[src/hw/rtl/pmme_pkg.sv]
// Shared constants and helpers of the partial merkle match extractor.
package pmme_pkg;

   localparam int DEF_MAX_DEPTH  = 24;
   localparam int DEF_INDEX_BITS = 16;

   localparam int TX_W       = 25;
   localparam int CNT_W      = 16;
   localparam int FLAG_W     = 8;
   localparam int CSR_DATA_W = 25;
   localparam int CSR_IDX_W  = 2;

   localparam logic [CSR_IDX_W-1:0] REG_TOTAL_TX     = 2'd0;
   localparam logic [CSR_IDX_W-1:0] REG_HASH_COUNT   = 2'd1;
   localparam logic [CSR_IDX_W-1:0] REG_OUT_CAPACITY = 2'd2;

   localparam logic [CNT_W-1:0] CAPACITY_RESET = '1;

   // ceil(log2(x)), zero for x of zero or one
   function automatic logic [5:0] ceil_log2_tx(input logic [TX_W-1:0] x);
      logic [5:0] r;
      logic       not_pow2;
      r = '0;
      for (int i = 1; i < TX_W; i++) begin
         if (x[i]) begin
            r = 6'(i);
         end
      end
      not_pow2 = |(x & (x - TX_W'(1)));
      return r + {5'b0, not_pow2};
   endfunction

endpackage

[src/hw/rtl/pmme_step.sv]
// One traversal step of the tree walk: consumes one flag bit.
module pmme_step
   import pmme_pkg::*;
#(
   parameter int MAX_DEPTH  = DEF_MAX_DEPTH,
   parameter int INDEX_BITS = DEF_INDEX_BITS,
   localparam int DEPTH_W   = $clog2(MAX_DEPTH + 1),
   localparam int PIDX_W    = (MAX_DEPTH > 1) ? $clog2(MAX_DEPTH) : 1
) (
   input  logic                  flag,
   input  logic [DEPTH_W-1:0]    leaf_depth,
   input  logic [CNT_W-1:0]      hash_count,
   input  logic [CNT_W-1:0]      out_capacity,
   input  logic [DEPTH_W-1:0]    depth_cur,
   input  logic [MAX_DEPTH-1:0]  path_cur,
   input  logic [INDEX_BITS-1:0] pos_cur,
   input  logic [INDEX_BITS-1:0] matches_cur,
   input  logic                  done_cur,
   output logic [DEPTH_W-1:0]    depth_nxt,
   output logic [MAX_DEPTH-1:0]  path_nxt,
   output logic [INDEX_BITS-1:0] pos_nxt,
   output logic [INDEX_BITS-1:0] matches_nxt,
   output logic                  done_nxt,
   output logic                  hit
);

   localparam int CMP_W = (INDEX_BITS > CNT_W) ? INDEX_BITS : CNT_W;

   logic [CMP_W-1:0]     hc_ext;
   logic [MAX_DEPTH-1:0] climb_ok;
   logic                 climb_found;
   logic [PIDX_W-1:0]    climb_lvl;
   logic [MAX_DEPTH-1:0] climb_path;
   logic [INDEX_BITS-1:0] pos_inc;

   assign hc_ext  = CMP_W'(hash_count);
   assign pos_inc = pos_cur + INDEX_BITS'(1);

   // deepest level above the node that was entered by a left child
   always_comb begin
      climb_found = 1'b0;
      climb_lvl   = '0;
      for (int i = 0; i < MAX_DEPTH; i++) begin
         climb_ok[i] = (i < int'(depth_cur)) && !path_cur[i];
         if (climb_ok[i]) begin
            climb_found = 1'b1;
            climb_lvl   = PIDX_W'(i);
         end
      end
      for (int i = 0; i < MAX_DEPTH; i++) begin
         if (i < int'(climb_lvl)) begin
            climb_path[i] = path_cur[i];
         end else begin
            climb_path[i] = (i == int'(climb_lvl));
         end
      end
   end

   always_comb begin
      depth_nxt   = depth_cur;
      path_nxt    = path_cur;
      pos_nxt     = pos_cur;
      matches_nxt = matches_cur;
      done_nxt    = done_cur;
      hit         = 1'b0;
      if (!done_cur) begin
         if (CMP_W'(pos_cur) >= hc_ext) begin
            done_nxt = 1'b1;
         end else if (!flag || (depth_cur >= leaf_depth)) begin
            if (flag && (CMP_W'(matches_cur) < CMP_W'(out_capacity))) begin
               matches_nxt = matches_cur + INDEX_BITS'(1);
               hit         = 1'b1;
            end
            pos_nxt = pos_inc;
            if (climb_found) begin
               path_nxt  = climb_path;
               depth_nxt = DEPTH_W'(climb_lvl) + DEPTH_W'(1);
            end else begin
               done_nxt = 1'b1;
            end
            if (CMP_W'(pos_inc) >= hc_ext) begin
               done_nxt = 1'b1;
            end
         end else begin
            // descend into the left child
            depth_nxt = depth_cur + DEPTH_W'(1);
            path_nxt[depth_cur[PIDX_W-1:0]] = 1'b0;
         end
      end
   end

endmodule

[src/hw/rtl/partial_merkle_match_extract.sv]
// Top level of the partial merkle match extractor.
//
//   channel | direction | handshake        | payload
//   req     | in        | valid / ready    | flag_byte, last_byte
//   rsp     | out       | valid / ready    | hash_index, match_count, is_summary, run_end
//   csr     | in        | write enable     | index, wdata
//
// A flag byte passes through the accept state, eight walk steps (one flag bit each
// through the shared step unit) and the flush state; a last byte adds the summary
// state for the summary beat. Matches are held one deep so the final beat of a byte
// can carry run_end; a walk step that finds a match waits while that holding slot
// is full and the output register holds a beat that is not being taken. Reset is
// synchronous and returns the walk state, the CSR registers and the valid flags to
// their reset values.
module partial_merkle_match_extract
   import pmme_pkg::*;
#(
   parameter int MAX_DEPTH  = DEF_MAX_DEPTH,
   parameter int INDEX_BITS = DEF_INDEX_BITS
) (
   input  logic                  clock,
   input  logic                  reset,
   input  logic                  req_valid,
   output logic                  req_ready,
   input  logic [FLAG_W-1:0]     req_flag_byte,
   input  logic                  req_last_byte,
   output logic                  rsp_valid,
   input  logic                  rsp_ready,
   output logic [INDEX_BITS-1:0] rsp_hash_index,
   output logic [INDEX_BITS-1:0] rsp_match_count,
   output logic                  rsp_is_summary,
   output logic                  rsp_run_end,
   input  logic                  csr_we,
   input  logic [CSR_IDX_W-1:0]  csr_index,
   input  logic [CSR_DATA_W-1:0] csr_wdata
);

   localparam int DEPTH_W = $clog2(MAX_DEPTH + 1);
   localparam int BIT_W   = $clog2(FLAG_W);

   typedef enum logic [1:0] {
      ST_IDLE,
      ST_WALK,
      ST_FLUSH,
      ST_SUMMARY
   } state_type;

   state_type             state_ff;
   logic [TX_W-1:0]       total_tx_ff;
   logic [CNT_W-1:0]      hash_count_ff;
   logic [CNT_W-1:0]      out_capacity_ff;

   logic [FLAG_W-1:0]     flags_ff;
   logic                  last_ff;
   logic [BIT_W-1:0]      bit_cnt_ff;
   logic [DEPTH_W-1:0]    leaf_depth_ff;
   logic [DEPTH_W-1:0]    leaf_depth_in;
   logic [5:0]            leaf_raw;

   logic [DEPTH_W-1:0]    depth_ff,   depth_in;
   logic [MAX_DEPTH-1:0]  path_ff,    path_in;
   logic [INDEX_BITS-1:0] pos_ff,     pos_in;
   logic [INDEX_BITS-1:0] matches_ff, matches_in;
   logic                  done_ff,    done_in;
   logic                  hit;

   logic                  pend_valid_ff;
   logic [INDEX_BITS-1:0] pend_index_ff;
   logic [INDEX_BITS-1:0] pend_count_ff;

   logic                  rsp_valid_ff;
   logic [INDEX_BITS-1:0] rsp_hash_index_ff;
   logic [INDEX_BITS-1:0] rsp_match_count_ff;
   logic                  rsp_is_summary_ff;
   logic                  rsp_run_end_ff;

   logic                  out_free;
   logic                  walk_go;
   logic                  rsp_load;

   pmme_step #(
      .MAX_DEPTH  (MAX_DEPTH),
      .INDEX_BITS (INDEX_BITS)
   ) u_step (
      .flag         (flags_ff[0]),
      .leaf_depth   (leaf_depth_ff),
      .hash_count   (hash_count_ff),
      .out_capacity (out_capacity_ff),
      .depth_cur    (depth_ff),
      .path_cur     (path_ff),
      .pos_cur      (pos_ff),
      .matches_cur  (matches_ff),
      .done_cur     (done_ff),
      .depth_nxt    (depth_in),
      .path_nxt     (path_in),
      .pos_nxt      (pos_in),
      .matches_nxt  (matches_in),
      .done_nxt     (done_in),
      .hit          (hit)
   );

   assign leaf_raw      = ceil_log2_tx(total_tx_ff);
   assign leaf_depth_in = (int'(leaf_raw) > MAX_DEPTH) ? DEPTH_W'(MAX_DEPTH)
                                                       : DEPTH_W'(leaf_raw);

   assign out_free = !rsp_valid_ff || rsp_ready;
   // a match needs room when the holding slot is already taken
   assign walk_go  = !(hit && pend_valid_ff && !out_free);

   // the output register takes a new beat this cycle
   assign rsp_load = ((state_ff == ST_WALK) && walk_go && hit && pend_valid_ff) ||
                     ((state_ff == ST_FLUSH) && pend_valid_ff && out_free) ||
                     ((state_ff == ST_SUMMARY) && out_free);

   assign req_ready       = (state_ff == ST_IDLE);
   assign rsp_valid       = rsp_valid_ff;
   assign rsp_hash_index  = rsp_hash_index_ff;
   assign rsp_match_count = rsp_match_count_ff;
   assign rsp_is_summary  = rsp_is_summary_ff;
   assign rsp_run_end     = rsp_run_end_ff;

   always_ff @(posedge clock) begin
      if (reset) begin
         state_ff        <= ST_IDLE;
         total_tx_ff     <= '0;
         hash_count_ff   <= '0;
         out_capacity_ff <= CAPACITY_RESET;
         depth_ff        <= '0;
         path_ff         <= '0;
         pos_ff          <= '0;
         matches_ff      <= '0;
         done_ff         <= 1'b0;
         pend_valid_ff   <= 1'b0;
         rsp_valid_ff    <= 1'b0;
         bit_cnt_ff      <= '0;
      end else begin
         if (csr_we) begin
            case (csr_index)
               REG_TOTAL_TX:     total_tx_ff     <= csr_wdata[TX_W-1:0];
               REG_HASH_COUNT:   hash_count_ff   <= csr_wdata[CNT_W-1:0];
               REG_OUT_CAPACITY: out_capacity_ff <= csr_wdata[CNT_W-1:0];
               default: ;
            endcase
         end

         if (rsp_load) begin
            rsp_valid_ff <= 1'b1;
         end else if (rsp_ready) begin
            rsp_valid_ff <= 1'b0;
         end

         case (state_ff)
            ST_IDLE: begin
               if (req_valid) begin
                  flags_ff      <= req_flag_byte;
                  last_ff       <= req_last_byte;
                  leaf_depth_ff <= leaf_depth_in;
                  bit_cnt_ff    <= '0;
                  state_ff      <= ST_WALK;
               end
            end
            ST_WALK: begin
               if (walk_go) begin
                  depth_ff   <= depth_in;
                  path_ff    <= path_in;
                  pos_ff     <= pos_in;
                  matches_ff <= matches_in;
                  done_ff    <= done_in;
                  flags_ff   <= flags_ff >> 1;
                  bit_cnt_ff <= bit_cnt_ff + BIT_W'(1);
                  if (hit) begin
                     if (pend_valid_ff) begin
                        rsp_hash_index_ff  <= pend_index_ff;
                        rsp_match_count_ff <= pend_count_ff;
                        rsp_is_summary_ff  <= 1'b0;
                        rsp_run_end_ff     <= 1'b0;
                     end
                     pend_valid_ff <= 1'b1;
                     pend_index_ff <= pos_ff;
                     pend_count_ff <= matches_in;
                  end
                  if (bit_cnt_ff == BIT_W'(FLAG_W - 1)) begin
                     state_ff <= ST_FLUSH;
                  end
               end
            end
            ST_FLUSH: begin
               if (!pend_valid_ff) begin
                  state_ff <= last_ff ? ST_SUMMARY : ST_IDLE;
               end else if (out_free) begin
                  // last match of the byte ends the run unless a summary follows
                  rsp_hash_index_ff  <= pend_index_ff;
                  rsp_match_count_ff <= pend_count_ff;
                  rsp_is_summary_ff  <= 1'b0;
                  rsp_run_end_ff     <= !last_ff;
                  pend_valid_ff      <= 1'b0;
                  state_ff           <= last_ff ? ST_SUMMARY : ST_IDLE;
               end
            end
            ST_SUMMARY: begin
               if (out_free) begin
                  rsp_hash_index_ff  <= '0;
                  rsp_match_count_ff <= matches_ff;
                  rsp_is_summary_ff  <= 1'b1;
                  rsp_run_end_ff     <= 1'b1;
                  depth_ff           <= '0;
                  path_ff            <= '0;
                  pos_ff             <= '0;
                  matches_ff         <= '0;
                  done_ff            <= 1'b0;
                  state_ff           <= ST_IDLE;
               end
            end
            default: begin
               state_ff <= ST_IDLE;
            end
         endcase
      end
   end

endmodule

[config.mk]
export PLATFORM = sky130hd
export DESIGN_NAME = partial_merkle_match_extract
export DESIGN_NICKNAME = d
export VERILOG_FILES = /design/src/hw/rtl/pmme_pkg.sv /design/src/hw/rtl/pmme_step.sv /design/src/hw/rtl/partial_merkle_match_extract.sv
export SDC_FILE = /design/constraint.sdc
export NUM_CORES = 1
export LEC_CHECK = 0
export BUFFER_PORTS_ARGS = -buffer_cell sky130_fd_sc_hd__buf_2
export CAP_MARGIN = 5
export CORE_ASPECT_RATIO = 1.2
export CORE_UTILIZATION = 40
export CTS_CLUSTER_DIAMETER = 40
export CTS_CLUSTER_SIZE = 28
export DETAILED_ROUTE_END_ITERATION = 8
export PLACE_DENSITY = 0.67
export SLEW_MARGIN = 20
export SYNTH_ARGS = -nofsm -noshare
export SYNTH_HDL_FRONTEND = slang
export SYNTH_SLANG_ARGS = --single-unit
[constraint.sdc]
create_clock -name clock -period 8.4 [get_ports clock]
set_input_delay 1.26 -clock clock [delete_from_list [all_inputs] [get_ports clock]]
set_output_delay 1.26 -clock clock [all_outputs]
set_load 0.05 [all_outputs]
; Yosys cells after proc, flatten, opt, wreduce, memory -nomap -nowiden
; Cells that the tools add are included.
[totals]
register_bits = 206
input_bits = 41
out_inout_bits = 36
wordCells = 468
[classes]
addsub = 7
order_cmp = 55
eq_ne = 66
n_mux = 178
bitwise_logic = 5
reduce_logical = 113
[op_table]
columns = op, n
row1 = two-way mux 16 bit, 21
row2 = AND reduction 7 bit, 24
row3 = two-way mux 24 bit, 6
row4 = two-way mux 6 bit, 22
row5 = case mux 16 bit (3 select lines), 2
row6 = == test 5 bit (first input constant), 16
row7 = < comparator 4 x 5 -> 1 bit (first input constant), 16
row8 = < comparator 5 bit (first input constant), 16
row9 = two-way mux 1 bit, 75
row10 = != test 3 bit (second input constant), 25
row11 = two-way mux 5 bit, 14
row12 = case mux 16 bit (2 select lines), 2
row13 = case mux 24 bit (2 select lines), 1
row14 = < comparator 3 x 5 -> 1 bit (first input constant), 8
row15 = logical AND 1 bit, 34
row16 = adder 16 x 1 -> 16 bit (second input constant), 2
row17 = greater-or-equal comparator 16 bit, 2
row18 = two-way mux 4 bit, 8
row19 = logical NOT 1 bit, 29
row20 = bitwise AND 25 bit, 1
row21 = OR reduction 25 bit, 1
row22 = subtractor 25 x 1 -> 25 bit (second input constant), 1
row23 = bitwise AND 24 bit, 1
row24 = inverter 24 bit, 1
row25 = other kinds (41), 96

; Depth between registers and ports, before layout
; Gate-level depths: netlist of run 1.
[logic_depth]
ltp_word = 33
depth_mapped = 17
ltp_nobuf = 16

; Modules after synthesis
; Synthesis of run 1 repeated with hierarchy kept, for this count alone.
[unflattened]
cells_unflattened = 1339
area_unflattened_um2 = 11955.2
[by_module_without_submodules]
columns = mod, n_inst, cells_each, area_each_um2, seq_area_each_um2
row1 = partial_merkle_match_extract, 1, 744, 7878.8, 4924.7
row2 = pmme_step, 1, 595, 4076.4, 0.0

; Least setup slack after synthesis of run 1
; Ideal clock, no wire load.
[synth_path]
kind = register to register
from = reg depth_ff[0]
to = reg rsp_hash_index_ff[0] (netlist: rsp_hash_index[0]), enable pin
setup_ns = 0.468
arrival_ns = 4.797
required_time_ns = 7.932
setup_slack_ns = 3.135
path_stages_with_launch = 14
path_buffers = 2
synth_period_minus_slack_ns = 5.265
cell_sequence = dfxtp_1 clkbuf_1 inv_1 ha_1 nand2b_1 a31oi_1 o21a_1 a31o_2 or3_1 clkbuf_1 nor2_1 o21a_1 a21oi_1 nor3_1
[synth_between]
elab_chain_cells = 9
elab_cells_between_ends = 10
classes_between = 1 x order compare / 2 x eq/ne / 3 x mux / 4 x reduce/logical
[synth_lines]
columns = item, line_no
row1 = from (decl), partial_merkle_match_extract.sv:60  ; logic [DEPTH_W-1:0] depth_ff, depth_in;
row2 = from (signal assigned), partial_merkle_match_extract.sv:164  ; depth_ff <= depth_in;
row3 = greater-or-equal comparator 5 bit (*), pmme_step.sv:69  ; end else if (!flag || (depth_cur >= leaf_depth)) begin
row4 = logical OR 1 bit (*), pmme_step.sv:69
row5 = two-way mux 1 bit (*), pmme_step.sv:69
row6 = two-way mux 1 bit (*), pmme_step.sv:67  ; if (CMP_W'(pos_cur) >= hc_ext) begin
row7 = two-way mux 1 bit (*), pmme_step.sv:66  ; if (!done_cur) begin
row8 = logical AND 1 bit (2 in a row), partial_merkle_match_extract.sv:108  ; assign walk_go = !(hit && pend_valid_ff && !out_free);
row9 = != test 2 bit (no source line), -
row10 = AND reduction 8 bit (no source line) (*), -
row11 = to (signal assigned), partial_merkle_match_extract.sv:173  ; rsp_hash_index_ff <= pend_index_ff;
row12 = to (signal assigned), partial_merkle_match_extract.sv:192  ; rsp_hash_index_ff <= pend_index_ff;
row13 = to (decl), partial_merkle_match_extract.sv:72  ; logic [INDEX_BITS-1:0] rsp_hash_index_ff;
; Mark *: on every way between the ends. The rest lies on a longest branch, timed or not.
; A chain may end at the register's enable or synchronous reset.

; Worst setup path after layout of run 1
[layout_path]
from = reg depth_ff[2]
to = reg flags_ff[1], enable pin
[layout_between]
elab_chain_cells = 9
[layout_lines]
columns = item, line_no
row1 = greater-or-equal comparator 5 bit, pmme_step.sv:69
row2 = logical OR 1 bit, pmme_step.sv:69
row3 = two-way mux 1 bit, pmme_step.sv:69
row4 = two-way mux 1 bit, pmme_step.sv:67
row5 = two-way mux 1 bit, pmme_step.sv:66
row6 = logical AND 1 bit (2 in a row), partial_merkle_match_extract.sv:108
row7 = != test 2 bit (no source line), -
row8 = AND reduction 4 bit (no source line), -
row9 = to (signal assigned), partial_merkle_match_extract.sv:155  ; flags_ff <= req_flag_byte;
row10 = to (signal assigned), partial_merkle_match_extract.sv:169  ; flags_ff <= flags_ff >> 1;
row11 = to (decl), partial_merkle_match_extract.sv:53  ; logic [FLAG_W-1:0] flags_ff;
; No other way between the ends.

==> metrics.txt, run 1 <==
largest net degree at the start of global routing 70; Slew Limit Headroom 36.0%; Mapped Cells 1,326; clk buf depth 3; detailed placement HPWL 21.9 mm; drt via density ~5.7; grt ovf 0; std cell rows 67; Die Y 187 µm; critical path fanouts, max 28; area leader, netlist dfxtp_1; Post-layout nets 1,476; wire length per cell 17.6 µm; setup violators final 0; crit path DAT 4.46 ns; FF+latch area 4920 µm²; vias in the first global route 9,578; Area Growth Syn to Fin 14.9%; Root Driver clkbuf_16; Mapped Area 11,300 µm²; postcts setup bufs 0; Core Util, Final 46.7%; flops & latches, synth 206; CORE AREA 27,900 µm²; share of the synthesized area in the top cell type 22.2%; CTS tree done; DRT iter0 DRCs 615; Setup Skew 0.0248 ns; distinct cell type count of the synthesized netlist 78; Worst setup SP type register; RSZ-0062 raised after global routing no; Multi-input gate area 5950 µm²; Hold Crit Class register to register; Setup CP Type register to register; Clock Sinks 206; Clk pin slew, worst setup/hold paths 0.06 ns; min Tclk post-route 4.27 ns; Worst Tran Pin Value 0.959 ns; syn_nets ~1,400; leakage between 5 and 6 nW; worst skew pair latency 0.57 ns; Max Cap Viol 0; Critical Path RT 8.59 ns; First-pass DRT Iterations 5; final worst setup slack 4.13 ns; Final Hold Viols 0; fraction of final layout cells with drive strength greater than 1 11.9%; total power draw 2.79 mW; Post-synth EDFFs 80; Power Density 214 nW/µm²; setup_tns 0 ns; CTS Buf Count 28; # resized after CTS 0; DP Worst Slack around 4.2 ns; Fillers 2,700; HP Start hash_count_ff[1]; Seq/Total Area, Yosys 43.4%; # hold bufs at CTS 0; YS warnings 0; status completed; Post-DRT Antenna Nets 0; commonest non-fill, non-tap cell in the layout nand2_1; synth top area cells dfxtp_1, edfxtp_1, nand2_1, ha_1, a21oi_1; PortBufs 76; pins over their slew limit 0; synthesized area per cell 8.56 µm²; first-pass GRT wire length 50.2 mm; H-tree depth 1; period utilisation layout 50.8%; Total GRT Usage a little over a fifth; Setup crit start depth_ff[2]; ys flop type dfxtp_1; worst r2r src depth_ff[2]; DR vias slightly above 10,000; Worst IR Drop VDD 0.154 mV; Post-synth ARST share 0%; DRC Markers 0; ANT cells 0; critical path capture point type register; initial antenna violation count 0; DRT Wirelength approximately 31 mm; IO Count 77; initial core utilization 40.6%; Die X 156 µm; leading cell types in the layout, fill and taps excluded nand2_1, dfxtp_1, a21oi_1; Max Freq 234 MHz; die area 29,000 µm²; Final GP Congestion around 0.94
[synthesized netlist by cell type (5+ instances only)]
| master | count |
|---|---|
| nor2b_1 | 7 |
| nand3b_1 | 16 |
| o21ai_0 | 72 |
| or3_1 | 5 |
| buf_1 | 5 |
| a21oi_1 | 122 |
| nand2_1 | 242 |
| nor2_1 | 90 |
| a21o_1 | 8 |
| o32ai_1 | 5 |
| and2_1 | 23 |
| a211o_1 | 7 |
| nor4_1 | 8 |
| o22ai_1 | 10 |
| a22oi_1 | 5 |
| o31ai_1 | 8 |
| nand3_1 | 33 |
| or4_1 | 6 |
| ha_1 | 59 |
| nand4_1 | 10 |
| dfxtp_1 | 126 |
| buf_2 | 5 |
| mux2i_1 | 5 |
| edfxtp_1 | 80 |
| a211oi_1 | 15 |
| xnor2_1 | 18 |
| o211ai_1 | 26 |
| a311oi_1 | 8 |
| o21ai_1 | 6 |
| nand2b_1 | 14 |
| nor3_1 | 29 |
| a32o_1 | 12 |
| xor2_1 | 15 |
| and3_1 | 17 |
| inv_1 | 53 |
| clkbuf_1 | 62 |
| a31oi_1 | 14 |
[where the power goes]
part / switching (mW) / total [mW] / internal (mW)
registers: 0.0355 / 1.10 / 1.06
logic: 0.320 / 0.473 / 0.152
clock network: 0.507 / 1.22 / 0.714
[worst paths after layout]
kind | to | slack [ns] | cells past startpoint
worst min register to register | hash_count_ff[1] | 0.45 | 2
worst max register to register | flags_ff[1] | 4.13 | 9
worst max-delay path | flags_ff[1] | 4.13 | 9
worst min-delay path | hash_count_ff[1] | 0.45 | 2
[metal layers]
layer / track usage [%] / up-vias / routed length, µm
met1: 27.0 / 4640 / 12800
li1: - / 4918 / -
met3: 3.07 / 102 / 2240
met2: 35.7 / 410 / 14600
met4: 11.5 / 0 / 1610
met5: 0 / - / 0
[flip-flops by register name, indices dropped and copies added (netlist names), 2 cells and up]
name and count:
bit_cnt_ff 3, depth_ff 5, flags_ff 8, hash_count_ff 16, leaf_depth_ff 5, matches_ff 16
out_capacity_ff 16, path_ff 24, pend_count_ff 16, pend_index_ff 16, pos_ff 16, rsp_hash_index 16
rsp_match_count 16, state_ff 2, total_tx_ff 25
[area by class of cell]
type                       instances  area share (%)
clock buffer                      30            5.59
clock inverter                    22            1.96
inverter                          54            1.55
multi-input combinational        993            45.6
sequential                       206            37.8
tap                              379            3.64
timing repair buffer              93            3.89
[cell families (layout without fill, tap and decap cells)]
group                      count (synthesis)  after routing  synth area share, %
adders and majority gates                 60             60                 6.59
AOI/OAI and AO/OA                        370            370                 21.0
DFF                                      206            206                 43.4
xor gates and xnor gates                  33             33                 2.55
muxes                                      6              6                0.540
buffers and inverters                    127            199                 4.32
and+or+nand+nor                          524            524                 21.6
[worst max-delay path: stages, from the launching register on]
cell     delay [ns]
dfxtp_1        0.95
ha_1           0.39
a21o_1         0.16
a31oi_1        0.18
o21a_1         0.58
a31o_2         0.22
or3_1          0.36
nor2_1         0.17
a211o_1        0.38
nor2_1         0.51
[through the flow]
stage	hold slack, ns	area [µm²]	std cells
CTS	0.455	13000	1777
detailed placement	0.447	12100	1725
floorplan	0.433	11300	1326
global placement	0.444	12100	1725
global route	0.482	13000	1777
finish	0.453	13000	1777
Power figures use the tool's default switching activity.
==> run 2, diff against run 1 <==
--- a/config.mk
+++ b/config.mk
@@ -12,7 +12,7 @@
 export CTS_CLUSTER_DIAMETER = 40
 export CTS_CLUSTER_SIZE = 28
 export DETAILED_ROUTE_END_ITERATION = 8
-export PLACE_DENSITY = 0.67
+export PLACE_DENSITY = 0.69
 export SLEW_MARGIN = 20
 export SYNTH_ARGS = -nofsm -noshare
 export SYNTH_HDL_FRONTEND = slang
==> constraint.sdc (replaced) <==
create_clock -name clock -period 3.5 [get_ports clock]
set_input_delay 0.525 -clock clock [delete_from_list [all_inputs] [get_ports clock]]
set_output_delay 0.525 -clock clock [all_outputs]
set_load 0.05 [all_outputs]
==> metrics.txt, run 2 (synthesis gave the netlist of run 1 again) <==
CORE AREA approximately 28,000 µm²; Power Density a little over 500 nW/µm²; sequential share of power 36.4%; leakage approximately 5.5 nW; Switching Fraction 29.1%; clk buf depth 3; initial core utilization roughly two fifths; Setup CP Type register to register; ANT cells 0; Clk pin slew, worst setup/hold paths 0.06 ns; Max Cap Viol 0; vias in the first global route 10,100; commonest non-fill, non-tap cell in the layout nand2_1; die area about 29,000 µm²; GR peak layer met2; first-pass GRT wire length a little over 50 mm; detailed placement HPWL 23.0 mm; setup violators final 3; Area Growth Syn to Fin 22.6%; CTS tree done; Slew Limit Headroom 28.7%; Die Y 187 µm; worst r2r src total_tx_ff[2]; H-tree depth 1; largest net degree at the start of global routing 64; Setup Skew ~0.014 ns; met2 Resource Use GR 37.9%; fraction of final layout cells with drive strength greater than 1 18.4%; total power draw ~7.2 mW; Fillers 2,594; internal power 5.12 mW; Max Freq ~270 MHz; min Tclk post-route 3.66 ns; std cell rows 67; RSZ-0062 raised after global routing yes; wire length per cell 17.4 µm; Final Hold Viols 0; DRC Markers 0; r2r setup slk -0.16 ns; violated checks negative setup slack; leading cell types in the layout, fill and taps excluded nand2_1, a21oi_1, dfxtp_1; Reg-to-Reg End leaf_depth_ff[1]; Worst Tran Pin Value approximately 1.1 ns; DR vias roughly 10,000; First-pass DRT Iterations 7; GR Layer Usage met1 27.9%; Die X 156 µm; top flop regs total_tx_ff: 25 flops, path_ff: 24 flops; DRT Wirelength approximately 32 mm; worst skew pair latency 0.56 ns; M3 GR Usage ~3.4%; critical path capture point type register; status complete, but fails checks; Hold Crit Class input port to register; Worst setup SP type register; grt ovf 0; dpl cell area 12,700 µm²; Clock Sinks 206; Post-layout nets approximately 1,600; drt via density 5.64; critical path fanouts, max 3; crit path DAT 4.08 ns; P_sw 2.11 mW; clock power share 44.1%; Finished Cell Area ~14,000 µm²; PortBufs 76; HP Start req_last_byte; Comb power frac 19.5%; final worst setup slack -0.164 ns; period utilisation layout 105%; initial antenna violation count 0; Post-DRT Antenna Nets 0; # hold bufs at CTS 0; pins over their slew limit 0; Total GRT Usage 22.3%; Largest Register total_tx_ff; Largest register FFs 25; DRT iter0 DRCs about 800; Final GP Congestion 0.968; worst hold endpoint last_ff; Worst IR Drop VDD roughly 0.38 mV; Critical Path RT 3.92 ns; IO Count between 70 and 80; Root Driver clkbuf_16; R2R cell count 14; CTS Buf Count 31; Core Util, Final approximately half; hold path depth 1
run 2: cell count changes in the layout (fill, tap and decap cells not counted), moves of 4 or more:
cell     change
dfxtp_2      +7
ha_1         -5
inv_4        -4
inv_6        +6
ha_2         +4
dfxtp_1      -7
buf_12       +5
buf_4       +71
run 2: how the worst max path moves through the flow:
stage | startpoint | to | slack (ns) | depth (start not counted)
after floorplan | out_capacity_ff[4] | rsp_hash_index[0] | -0.03 | 11
after global placement | total_tx_ff[2] | leaf_depth_ff[1] | -0.15 | 14
after detailed placement | total_tx_ff[2] | leaf_depth_ff[1] | -0.23 | 14
after CTS | total_tx_ff[2] | leaf_depth_ff[1] | -0.15 | 14
after global routing | total_tx_ff[2] | leaf_depth_ff[1] | -0.28 | 13
final | total_tx_ff[2] | leaf_depth_ff[1] | -0.16 | 14
run 2: final cells by class:
cell class	instances	area [µm²]	share of cell area [%]
Clock buffer	38	853	6.13
Clock inverter	20	234	1.68
Inverter	54	203	1.46
Multi-Input combinational cell	993	6070	43.6
Sequential cell	206	4930	35.5
Tap cell	379	474	3.41
Timing Repair Buffer	169	1140	8.20
run 2: timing repair:
action / in CTS / in global routing
endpoints found under the setup margin: 5 / 72
gates cloned: 0 / 0
resized for setup: 6 / 17
setup buffers: 1 / 1
pin swaps: 6 / 5
run 2: critical path: stages, from the launching register on:
cell and delay (ns):
dfxtp_1 0.31, or2_1 0.24, or4_4 0.42, or4_4 0.43
or4_4 0.45, a211o_1 0.29, a21oi_2 0.14, nor2_1 0.05
o32ai_1 0.11, nand3_1 0.14, ha_2 0.24, ha_4 0.17
a41o_1 0.18, mux2i_1 0.19, and2_1 0.16
run 2: power groups by stage:
stage	combinational (mW)	clock (mW)	sequential (mW)
after detailed placement	1.35	0	2.68
final	1.41	3.19	2.63
after global placement	1.34	0	2.67
after floorplan	0.800	0	2.65
after global routing	1.52	3.35	2.64
after CTS	1.37	3.25	2.63
run 2: per-layer routing:
layer	up-vias	wire [µm]
met5	-	0
met4	0	1180
met2	376	15400
met3	81	2080
met1	4937	13700
li1	5092	-
run 2: metrics by stage:
stage | worst slack (ns) | instances | hold WS, ns | setup TNS [ns]
after detailed placement | -0.230 | 1799 | 0.449 | -0.671
final | -0.164 | 1859 | 0.183 | -0.465
after floorplan | -0.0344 | 1326 | 0.433 | -1.17
after global placement | -0.151 | 1799 | 0.445 | -0.448
after global routing | -0.280 | 1859 | 0.168 | -0.940
after CTS | -0.150 | 1858 | 0.175 | -0.412
